## src/hdl/base64_stream_encoder_defines.svh

```systemverilog
// Assertion macros for the Base64 stream encoder.
// Used by the top level; no other dependency.
`ifndef BASE64_STREAM_ENCODER_DEFINES_SVH
`define BASE64_STREAM_ENCODER_DEFINES_SVH

`ifndef NO_ASSERTIONS
`define B64E_ASSERT_NEVER(label, clk, rst, cond, msg) \
  label: assert property (@(posedge clk) disable iff (rst) !(cond)) else $error(msg);
`define B64E_ASSERT_IMPLIES(label, clk, rst, ante, cons, msg) \
  label: assert property (@(posedge clk) disable iff (rst) (ante) |-> (cons)) else $error(msg);
`else
`define B64E_ASSERT_NEVER(label, clk, rst, cond, msg)
`define B64E_ASSERT_IMPLIES(label, clk, rst, ante, cons, msg)
`endif

`endif

```

## src/hdl/b64e_pkg.sv

```systemverilog
// Shared types, constants and the sextet alphabet for the Base64 stream encoder.
// No dependencies.
package b64e_pkg;

  localparam logic [7:0] GROUPS_PER_LINE_RESET = 8'd19;
  localparam int unsigned QUEUE_DEPTH_DEFAULT = 2;

  // Register indexes (word address bit 2 and up)
  localparam logic REG_GROUPS_PER_LINE = 1'b0;

  localparam logic [7:0] CHAR_PAD = 8'd61;
  localparam logic [7:0] CHAR_CR  = 8'd13;
  localparam logic [7:0] CHAR_LF  = 8'd10;

  // Character slot codes walked by the back end
  localparam logic [2:0] SLOT_LAST_DATA = 3'd3;
  localparam logic [2:0] SLOT_CR        = 3'd4;
  localparam logic [2:0] SLOT_LF        = 3'd5;

  typedef struct packed {
    logic [7:0] data_byte;
    logic       last_byte;
  } in_item_t;

  typedef struct packed {
    logic [7:0] out_char;
    logic       last_char;
  } out_item_t;

  // One four-character group, with or without a trailing CR LF
  typedef struct packed {
    logic [3:0][7:0] chars;
    logic            crlf;
  } job_t;

  typedef struct packed {
    logic full;
    logic empty;
  } q_status_t;

  // Map a 6-bit value to its character of the standard alphabet
  function automatic logic [7:0] sextet_char(input logic [5:0] v);
    logic [7:0] w;
    logic [7:0] c;
    w = {2'b00, v};
    if (v < 6'd26) begin
      c = w + 8'd65;
    end else if (v < 6'd52) begin
      c = w + 8'd71;
    end else if (v < 6'd62) begin
      c = w - 8'd4;
    end else if (v == 6'd62) begin
      c = 8'd43;
    end else begin
      c = 8'd47;
    end
    return c;
  endfunction

endpackage

```

## src/hdl/b64e_front.sv

```systemverilog
// Front end: accepts bytes, collects groups of three and builds character jobs.
// Depends on b64e_pkg.
module b64e_front (
  input  logic                clk,
  input  logic                rst,
  input  logic                in_valid,
  output logic                in_ready,
  input  b64e_pkg::in_item_t  in_data,
  input  logic [7:0]          groups_per_line,
  input  b64e_pkg::q_status_t q_stat,
  output logic                push,
  output b64e_pkg::job_t      push_job
);

  logic [15:0] pending_bytes;
  logic [15:0] pending_bytes_next;
  logic [1:0]  group_phase;
  logic [1:0]  group_phase_next;
  logic [7:0]  groups_in_line;
  logic [7:0]  groups_in_line_next;

  logic        accept;
  logic [1:0]  phase_eff;
  logic [7:0]  b;
  logic [7:0]  b1;
  logic [7:0]  b2;
  logic [8:0]  cnt;
  logic        brk;

  assign in_ready = !q_stat.full;
  assign accept   = in_valid && !q_stat.full;

  assign b  = in_data.data_byte;
  assign b1 = pending_bytes[15:8];
  assign b2 = pending_bytes[7:0];
  assign phase_eff = (group_phase == 2'd3) ? 2'd0 : group_phase;
  assign cnt = {1'b0, groups_in_line} + 9'd1;
  assign brk = cnt >= {1'b0, groups_per_line};

  // Classify the byte and build the next state and the job
  always_comb begin
    pending_bytes_next  = pending_bytes;
    group_phase_next    = group_phase;
    groups_in_line_next = groups_in_line;
    push                = 1'b0;
    push_job            = '0;
    if (accept) begin
      case (phase_eff)
        2'd0: begin
          if (!in_data.last_byte) begin
            pending_bytes_next = {b, 8'd0};
            group_phase_next   = 2'd1;
          end else begin
            push              = 1'b1;
            push_job.chars[0] = b64e_pkg::sextet_char(b[7:2]);
            push_job.chars[1] = b64e_pkg::sextet_char({b[1:0], 4'd0});
            push_job.chars[2] = b64e_pkg::CHAR_PAD;
            push_job.chars[3] = b64e_pkg::CHAR_PAD;
            pending_bytes_next  = '0;
            group_phase_next    = 2'd0;
            groups_in_line_next = '0;
          end
        end
        2'd1: begin
          if (!in_data.last_byte) begin
            pending_bytes_next = {b1, b};
            group_phase_next   = 2'd2;
          end else begin
            push              = 1'b1;
            push_job.chars[0] = b64e_pkg::sextet_char(b1[7:2]);
            push_job.chars[1] = b64e_pkg::sextet_char({b1[1:0], b[7:4]});
            push_job.chars[2] = b64e_pkg::sextet_char({b[3:0], 2'd0});
            push_job.chars[3] = b64e_pkg::CHAR_PAD;
            pending_bytes_next  = '0;
            group_phase_next    = 2'd0;
            groups_in_line_next = '0;
          end
        end
        default: begin
          push              = 1'b1;
          push_job.chars[0] = b64e_pkg::sextet_char(b1[7:2]);
          push_job.chars[1] = b64e_pkg::sextet_char({b1[1:0], b2[7:4]});
          push_job.chars[2] = b64e_pkg::sextet_char({b2[3:0], b[7:6]});
          push_job.chars[3] = b64e_pkg::sextet_char(b[5:0]);
          push_job.crlf     = brk;
          pending_bytes_next = '0;
          group_phase_next   = 2'd0;
          if (in_data.last_byte || brk) begin
            groups_in_line_next = '0;
          end else begin
            groups_in_line_next = cnt[7:0];
          end
        end
      endcase
    end
  end

  // Hold the group state
  always_ff @(posedge clk) begin
    if (rst) begin
      pending_bytes  <= '0;
      group_phase    <= '0;
      groups_in_line <= '0;
    end else begin
      pending_bytes  <= pending_bytes_next;
      group_phase    <= group_phase_next;
      groups_in_line <= groups_in_line_next;
    end
  end

endmodule

```

## src/hdl/b64e_queue.sv

```systemverilog
// Short job queue between the front and back ends.
// Depends on b64e_pkg.
module b64e_queue #(
  parameter int unsigned DEPTH = b64e_pkg::QUEUE_DEPTH_DEFAULT
) (
  input  logic                clk,
  input  logic                rst,
  input  logic                push,
  input  b64e_pkg::job_t      push_job,
  input  logic                pop,
  output b64e_pkg::job_t      head,
  output b64e_pkg::q_status_t stat
);

  localparam int unsigned PTR_W = (DEPTH > 1) ? $clog2(DEPTH) : 1;
  localparam int unsigned CNT_W = $clog2(DEPTH + 1);
  localparam logic [PTR_W-1:0] PTR_MAX = PTR_W'(DEPTH - 1);
  localparam logic [CNT_W-1:0] CNT_FULL = CNT_W'(DEPTH);

  b64e_pkg::job_t   entries [DEPTH];
  logic [PTR_W-1:0] wr_ptr;
  logic [PTR_W-1:0] rd_ptr;
  logic [CNT_W-1:0] count;
  logic             do_push;
  logic             do_pop;

  assign stat.full  = count == CNT_FULL;
  assign stat.empty = count == '0;
  assign do_push    = push && !stat.full;
  assign do_pop     = pop && !stat.empty;
  assign head       = entries[rd_ptr];

  // Store a pushed job
  always_ff @(posedge clk) begin
    if (do_push) begin
      entries[wr_ptr] <= push_job;
    end
  end

  // Advance pointers and the fill count
  always_ff @(posedge clk) begin
    if (rst) begin
      wr_ptr <= '0;
      rd_ptr <= '0;
      count  <= '0;
    end else begin
      if (do_push) begin
        wr_ptr <= (wr_ptr == PTR_MAX) ? '0 : wr_ptr + PTR_W'(1);
      end
      if (do_pop) begin
        rd_ptr <= (rd_ptr == PTR_MAX) ? '0 : rd_ptr + PTR_W'(1);
      end
      if (do_push && !do_pop) begin
        count <= count + CNT_W'(1);
      end else if (do_pop && !do_push) begin
        count <= count - CNT_W'(1);
      end
    end
  end

endmodule

```

## src/hdl/b64e_back.sv

```systemverilog
// Back end: walks each queued job one character a cycle into the output register, unless stalled.
// Depends on b64e_pkg.
module b64e_back (
  input  logic                clk,
  input  logic                rst,
  input  b64e_pkg::job_t      head,
  input  b64e_pkg::q_status_t q_stat,
  output logic                pop,
  output logic                out_valid,
  input  logic                out_ready,
  output b64e_pkg::out_item_t out_data
);

  logic [2:0]          slot;
  logic [2:0]          slot_next;
  logic                load;
  b64e_pkg::out_item_t item;

  assign load = !q_stat.empty && (!out_valid || out_ready);

  // Select the character for the current slot
  always_comb begin
    item.last_char = 1'b0;
    case (slot)
      b64e_pkg::SLOT_CR: begin
        item.out_char = b64e_pkg::CHAR_CR;
      end
      b64e_pkg::SLOT_LF: begin
        item.out_char  = b64e_pkg::CHAR_LF;
        item.last_char = 1'b1;
      end
      default: begin
        item.out_char = head.chars[slot[1:0]];
        if (slot == b64e_pkg::SLOT_LAST_DATA && !head.crlf) begin
          item.last_char = 1'b1;
        end
      end
    endcase
  end

  assign pop       = load && item.last_char;
  assign slot_next = pop ? '0 : slot + 3'd1;

  // Advance the slot counter
  always_ff @(posedge clk) begin
    if (rst) begin
      slot      <= '0;
      out_valid <= 1'b0;
    end else begin
      if (load) begin
        slot <= slot_next;
      end
      if (load) begin
        out_valid <= 1'b1;
      end else if (out_ready) begin
        out_valid <= 1'b0;
      end
    end
  end

  // Hold the output word until taken
  always_ff @(posedge clk) begin
    if (load) begin
      out_data <= item;
    end
  end

endmodule

```

## src/hdl/base64_stream_encoder.sv

```systemverilog
// Base64 stream encoder top level: register port, front end, job queue, back end.
// Depends on b64e_pkg, b64e_front, b64e_queue, b64e_back and the defines header.
//
// Usage:
//   Input channel (in_valid/in_ready/in_data) takes one byte per word, with
//   last_byte marking the end of a message. Output channel (out_valid/
//   out_ready/out_data) gives one character per word; last_char marks the
//   final character caused by one input word.
//   Every third byte, or a byte marked last, yields four characters, plus
//   CR LF after groups_per_line groups. Characters leave at one per cycle
//   while the receiver keeps up, from a single output register, so a group
//   is four or six characters. The first character of a group goes through
//   the job queue and the output register after its last byte is accepted.
//   Bytes are taken back to back while the job queue has room; it holds
//   QUEUE_DEPTH groups. A stalled receiver holds the output word and fills
//   the queue, after which in_ready drops.
//   Reset clears the group state and the queue and sets groups_per_line
//   to 19. groups_per_line sits at byte address 0 of the APB port.
`include "base64_stream_encoder_defines.svh"

module base64_stream_encoder #(
  parameter int unsigned QUEUE_DEPTH = b64e_pkg::QUEUE_DEPTH_DEFAULT
) (
  input  logic                clk,
  input  logic                rst,
  input  logic                in_valid,
  output logic                in_ready,
  input  b64e_pkg::in_item_t  in_data,
  output logic                out_valid,
  input  logic                out_ready,
  output b64e_pkg::out_item_t out_data,
  input  logic                psel,
  input  logic                penable,
  input  logic                pwrite,
  input  logic [2:0]          paddr,
  input  logic [31:0]         pwdata,
  output logic [31:0]         prdata,
  output logic                pready
);

  logic [7:0]          groups_per_line;
  logic                cfg_wr;
  logic                push;
  logic                pop;
  b64e_pkg::job_t      push_job;
  b64e_pkg::job_t      head;
  b64e_pkg::q_status_t q_stat;
  logic                out_is_cr;
  logic                out_is_lf;

  assign pready = 1'b1;
  assign cfg_wr = psel && penable && pwrite && pready;

  // Write the line length register
  always_ff @(posedge clk) begin
    if (rst) begin
      groups_per_line <= b64e_pkg::GROUPS_PER_LINE_RESET;
    end else if (cfg_wr && paddr[2] == b64e_pkg::REG_GROUPS_PER_LINE) begin
      groups_per_line <= pwdata[7:0];
    end
  end

  // Read back the register
  always_comb begin
    prdata = '0;
    if (paddr[2] == b64e_pkg::REG_GROUPS_PER_LINE) begin
      prdata = {24'd0, groups_per_line};
    end
  end

  b64e_front u_front (
    .clk             (clk),
    .rst             (rst),
    .in_valid        (in_valid),
    .in_ready        (in_ready),
    .in_data         (in_data),
    .groups_per_line (groups_per_line),
    .q_stat          (q_stat),
    .push            (push),
    .push_job        (push_job)
  );

  b64e_queue #(
    .DEPTH (QUEUE_DEPTH)
  ) u_queue (
    .clk      (clk),
    .rst      (rst),
    .push     (push),
    .push_job (push_job),
    .pop      (pop),
    .head     (head),
    .stat     (q_stat)
  );

  b64e_back u_back (
    .clk       (clk),
    .rst       (rst),
    .head      (head),
    .q_stat    (q_stat),
    .pop       (pop),
    .out_valid (out_valid),
    .out_ready (out_ready),
    .out_data  (out_data)
  );

  // Flag line break characters on the output
  assign out_is_cr = out_valid && out_data.out_char == b64e_pkg::CHAR_CR;
  assign out_is_lf = out_valid && out_data.out_char == b64e_pkg::CHAR_LF;

  // Checks
  `B64E_ASSERT_NEVER(a_no_push_when_full, clk, rst, push && q_stat.full, "push into full queue")
  `B64E_ASSERT_IMPLIES(a_ready_tracks_queue, clk, rst, !in_ready, q_stat.full, "needless stall")
  `B64E_ASSERT_IMPLIES(a_cr_not_last, clk, rst, out_is_cr, !out_data.last_char, "CR marked last")
  `B64E_ASSERT_IMPLIES(a_lf_is_last, clk, rst, out_is_lf, out_data.last_char, "LF not marked last")

endmodule

```

## config.mk

```make
export PLATFORM = sky130hd
export DESIGN_NAME = base64_stream_encoder
export DESIGN_NICKNAME = d
export VERILOG_FILES = /design/src/hdl/b64e_pkg.sv /design/src/hdl/b64e_front.sv /design/src/hdl/b64e_queue.sv /design/src/hdl/b64e_back.sv /design/src/hdl/base64_stream_encoder.sv
export VERILOG_INCLUDE_DIRS = /design/src /design/src/hdl
export SDC_FILE = /design/constraint.sdc
export NUM_CORES = 1
export LEC_CHECK = 0
export BUFFER_PORTS_ARGS = -buffer_cell sky130_fd_sc_hd__buf_4
export CELL_PAD_IN_SITES_DETAIL_PLACEMENT = 1
export CELL_PAD_IN_SITES_GLOBAL_PLACEMENT = 2
export CORE_MARGIN = 2
export CORE_UTILIZATION = 35
export CTS_CLUSTER_SIZE = 8
export DETAILED_ROUTE_END_ITERATION = 8
export PLACE_DENSITY = 0.9
export REMOVE_ABC_BUFFERS = 1
export SETUP_SLACK_MARGIN = 0.1
export SYNTH_ARGS = -nofsm -noshare
export SYNTH_HDL_FRONTEND = slang
export SYNTH_SLANG_ARGS = --single-unit
export TNS_END_PERCENT = 100
```

## constraint.sdc

```tcl
create_clock -name clk -period 4.6 [get_ports clk]
set_clock_uncertainty 0.2 [all_clocks]
set_input_delay 0.23 -clock clk [delete_from_list [all_inputs] [get_ports clk]]
set_output_delay 0.23 -clock clk [all_outputs]
set_load 0.05 [all_outputs]
```

==> reports/results.txt <==
Non-filler cells, final = 1156
Total grt overflow = 0
Clock Power Share = 0.435
Final setup fails = 0
Total core area = 21600 µm²
Endpoints failing hold = 0
Share of layout cells above drive strength 1 = 0.136
Vias in the first global route = 6485
Dpl ws = 1.47 ns
Clock transition at path regs = 0.06 ns
Switching power total = 0.889 mW
H-tree levels = 4
Post-synth EDFFs = 75
Critical path arrival = 3.31 ns
CTS buffer count = 17
Drt drc = 0
Die height = 152 µm
DR vias = 6355
DRT Pass-1 Iters = 5
Clock sink count = 118
PnR worst setup slack = 1.46 ns
DRT Wirelength = 22.0 mm
#FFs+latches synth = 118
Avg Cell Area, Syn = 9.19 µm²
Post-detailed-placement half-perimeter wirelength = 15.9 mm
WS Path Type = reg -> reg
Commonest cells post-synth = nand2_1 (86), a21oi_1 (80), nor2_1 (76)
Critical Path RT = 4.77 ns
Die width = 152 µm
Synth unique cells = 73
Mapped Cells = 833
Via/cell ratio = 5.50
Sequential cell area fraction in the yosys report = 0.407
Post-CTS Resized = 0
Maximum clock rate = 318 MHz
Longest Clk Path Bufs = 2
Max_cap viols = 0
Post-synth top flop = edfxtp_1
Internal power = 2.18 mW
Largest cells by area after synthesis = edfxtp_1 (29%), dfxtp_1 (11%), ha_1 (7.4%)
Final min period = 3.14 ns
Worst slew pin tran = 0.928 ns
Drt wl/cell = 19.1 µm
Comb pwr share = 0.167
Hold Crit Depth = 3
Full die area = 23100 µm²
Routability cong. = 0.910
RSZ-0062 raised after global routing = false
Number of I/O pins = 95
Initial antenna violation count = 0
Initial Utilization = 0.354
Clock root buffer = clkbuf_16
Area Overhead vs Synth = 14.8%
Nets = 959
CTS tree = done
Synthesized area = 7660 µm²
Status = finished, final reports clean
Max-slew violations = 0
Std-Cell Rows = 54
Largest fanout on the critical path = 7
Ys Warns = 0
Diodes inserted = 0
PortBufs = 43
Synth top area share = 0.294
Area leader, netlist = edfxtp_1
Max IR drop VDD = 0.193 mV
Async S/R FF share, synth = 0
GRT Overall Usage = 0.191
Placed Cells = 1108
Setup TNS = 0 ns
Largest net degree at the start of global routing = 38
Clock latency on the worst-skew pair = 0.43 ns
Hold_ws = 0.0243 ns
Pwr Density = 349 nW/µm²
Leak = 3.26 nW
Switching share of total power = 0.290
Sequential share of power = 0.398
Max transition margin = 0.381
Fin crit share = 0.683
Most frequent cell after synthesis = nand2_1
Hold Path Class = in -> reg
Cells on worst reg2reg path = 11
Startpoint types = flop
Post-DRT Antenna Nets = 0
First-pass GRT wire length = 35.3 mm
Critical Path Sink Type = flop
Initial DRC count = 387
metal layers:
| layer | GRT usage | wire (µm) |
|---|---|---|
| met1 | 0.253 | 10000 |
| met5 | 0 | 0 |
| met4 | 0.0721 | 565 |
| met2 | 0.315 | 10600 |
| met3 | 0.0325 | 887 |
state kept, by name (all words and copies together) (netlist names), named ones only:
signal,cells
u_queue.count,2
u_queue.wr_ptr,1
u_back.out_valid,1
u_front.group_phase,2
u_back.slot,3
groups_per_line,8
u_back.out_data,9
u_queue.rd_ptr,1
u_front.pending_bytes,16
u_front.groups_in_line,8
u_queue.entries,66
power by group through the flow:
stage / Clock [mW] / Sequential [mW] / Combinational, mW
2_1_floorplan: 0 / 1.28 / 0.291
3_3_place_gp: 0 / 1.24 / 0.486
3_5_place_dp: 0 / 1.24 / 0.499
4_1_cts: 1.36 / 1.22 / 0.513
5_1_grt: 1.40 / 1.23 / 0.556
6_report: 1.34 / 1.22 / 0.513
final timing paths:
| path | from | end | slack [ns] |
|---|---|---|---|
| worst max-delay path | u_front.groups_in_line[0] | u_front.groups_in_line[7] | 1.46 |
| worst min-delay path | in_data[3] | u_front.pending_bytes[10] | 0.02 |
| worst max register to register | u_front.groups_in_line[0] | u_front.groups_in_line[7] | 1.46 |
| worst min register to register | groups_per_line[7] | groups_per_line[7] | 0.26 |
stage by stage:
stage	util	total power, mW	cell area (µm²)
global route	0.406	3.18	8790
floorplan	-	1.57	7310
finish	0.406	3.07	8790
detailed placement	0.371	1.74	8020
CTS	0.406	3.10	8790
global placement	0.371	1.72	8020
timing repair:
| action | CTS | global route |
|---|---|---|
| endpoints found under the setup margin | 0 | 0 |
| endpoints found under the hold margin | 17 | 0 |
| setup buffers | 0 | 0 |
| hold buffers | 16 | 0 |
cell type report:
cell class | count | area [µm²]
multi-input cells | 621 | 4050
fillers | 2492 | 12800
repair buffers | 64 | 520
flip-flops and latches | 118 | 3110
inverters | 41 | 154
clock inverters | 11 | 111
well taps | 280 | 350
clock buffers | 21 | 493
worst max-delay path, stage by stage (launching register included):
cell and delay, ns:
dfxtp_1 0.43, ha_1 0.32, nand3_1 0.15, and2_1 0.20, or2_2 0.31, ha_1 0.29
a211oi_1 0.21, nand2_1 0.10, a311o_1 0.35, o31ai_2 0.17, and2b_1 0.24, a22o_2 0.15
cell families after synthesis:
group,count (synthesis),share of synthesized area
buffers and inverters,117,0.0770
AOI/OAI and AO/OA,233,0.192
muxes,19,0.0511
and+or+nand+nor,271,0.167
xor gates and xnor gates,28,0.0320
adders and majority gates,45,0.0735
DFF,118,0.407
other,2,0.000981
placed cells by master (no fill, tap or decap), drive strengths merged, types with 9 or more instances in the layout:
master	Yosys	final
dfxtp	43	43
nand2b	11	11
xor2	9	9
edfxtp	75	75
ha	45	45
nand2	87	87
dlygate4sd3	0	16
xnor2	19	19
nor3	25	25
inv	39	44
a211oi	9	9
mux4	16	16
conb	2	25
a31oi	17	17
nor2	76	76
o21ai	53	53
a21o	9	9
clkbuf	28	21
a21oi	83	83
nand3	31	31
buf	48	48
a22oi	12	12
(Power assumes the default switching activity.)
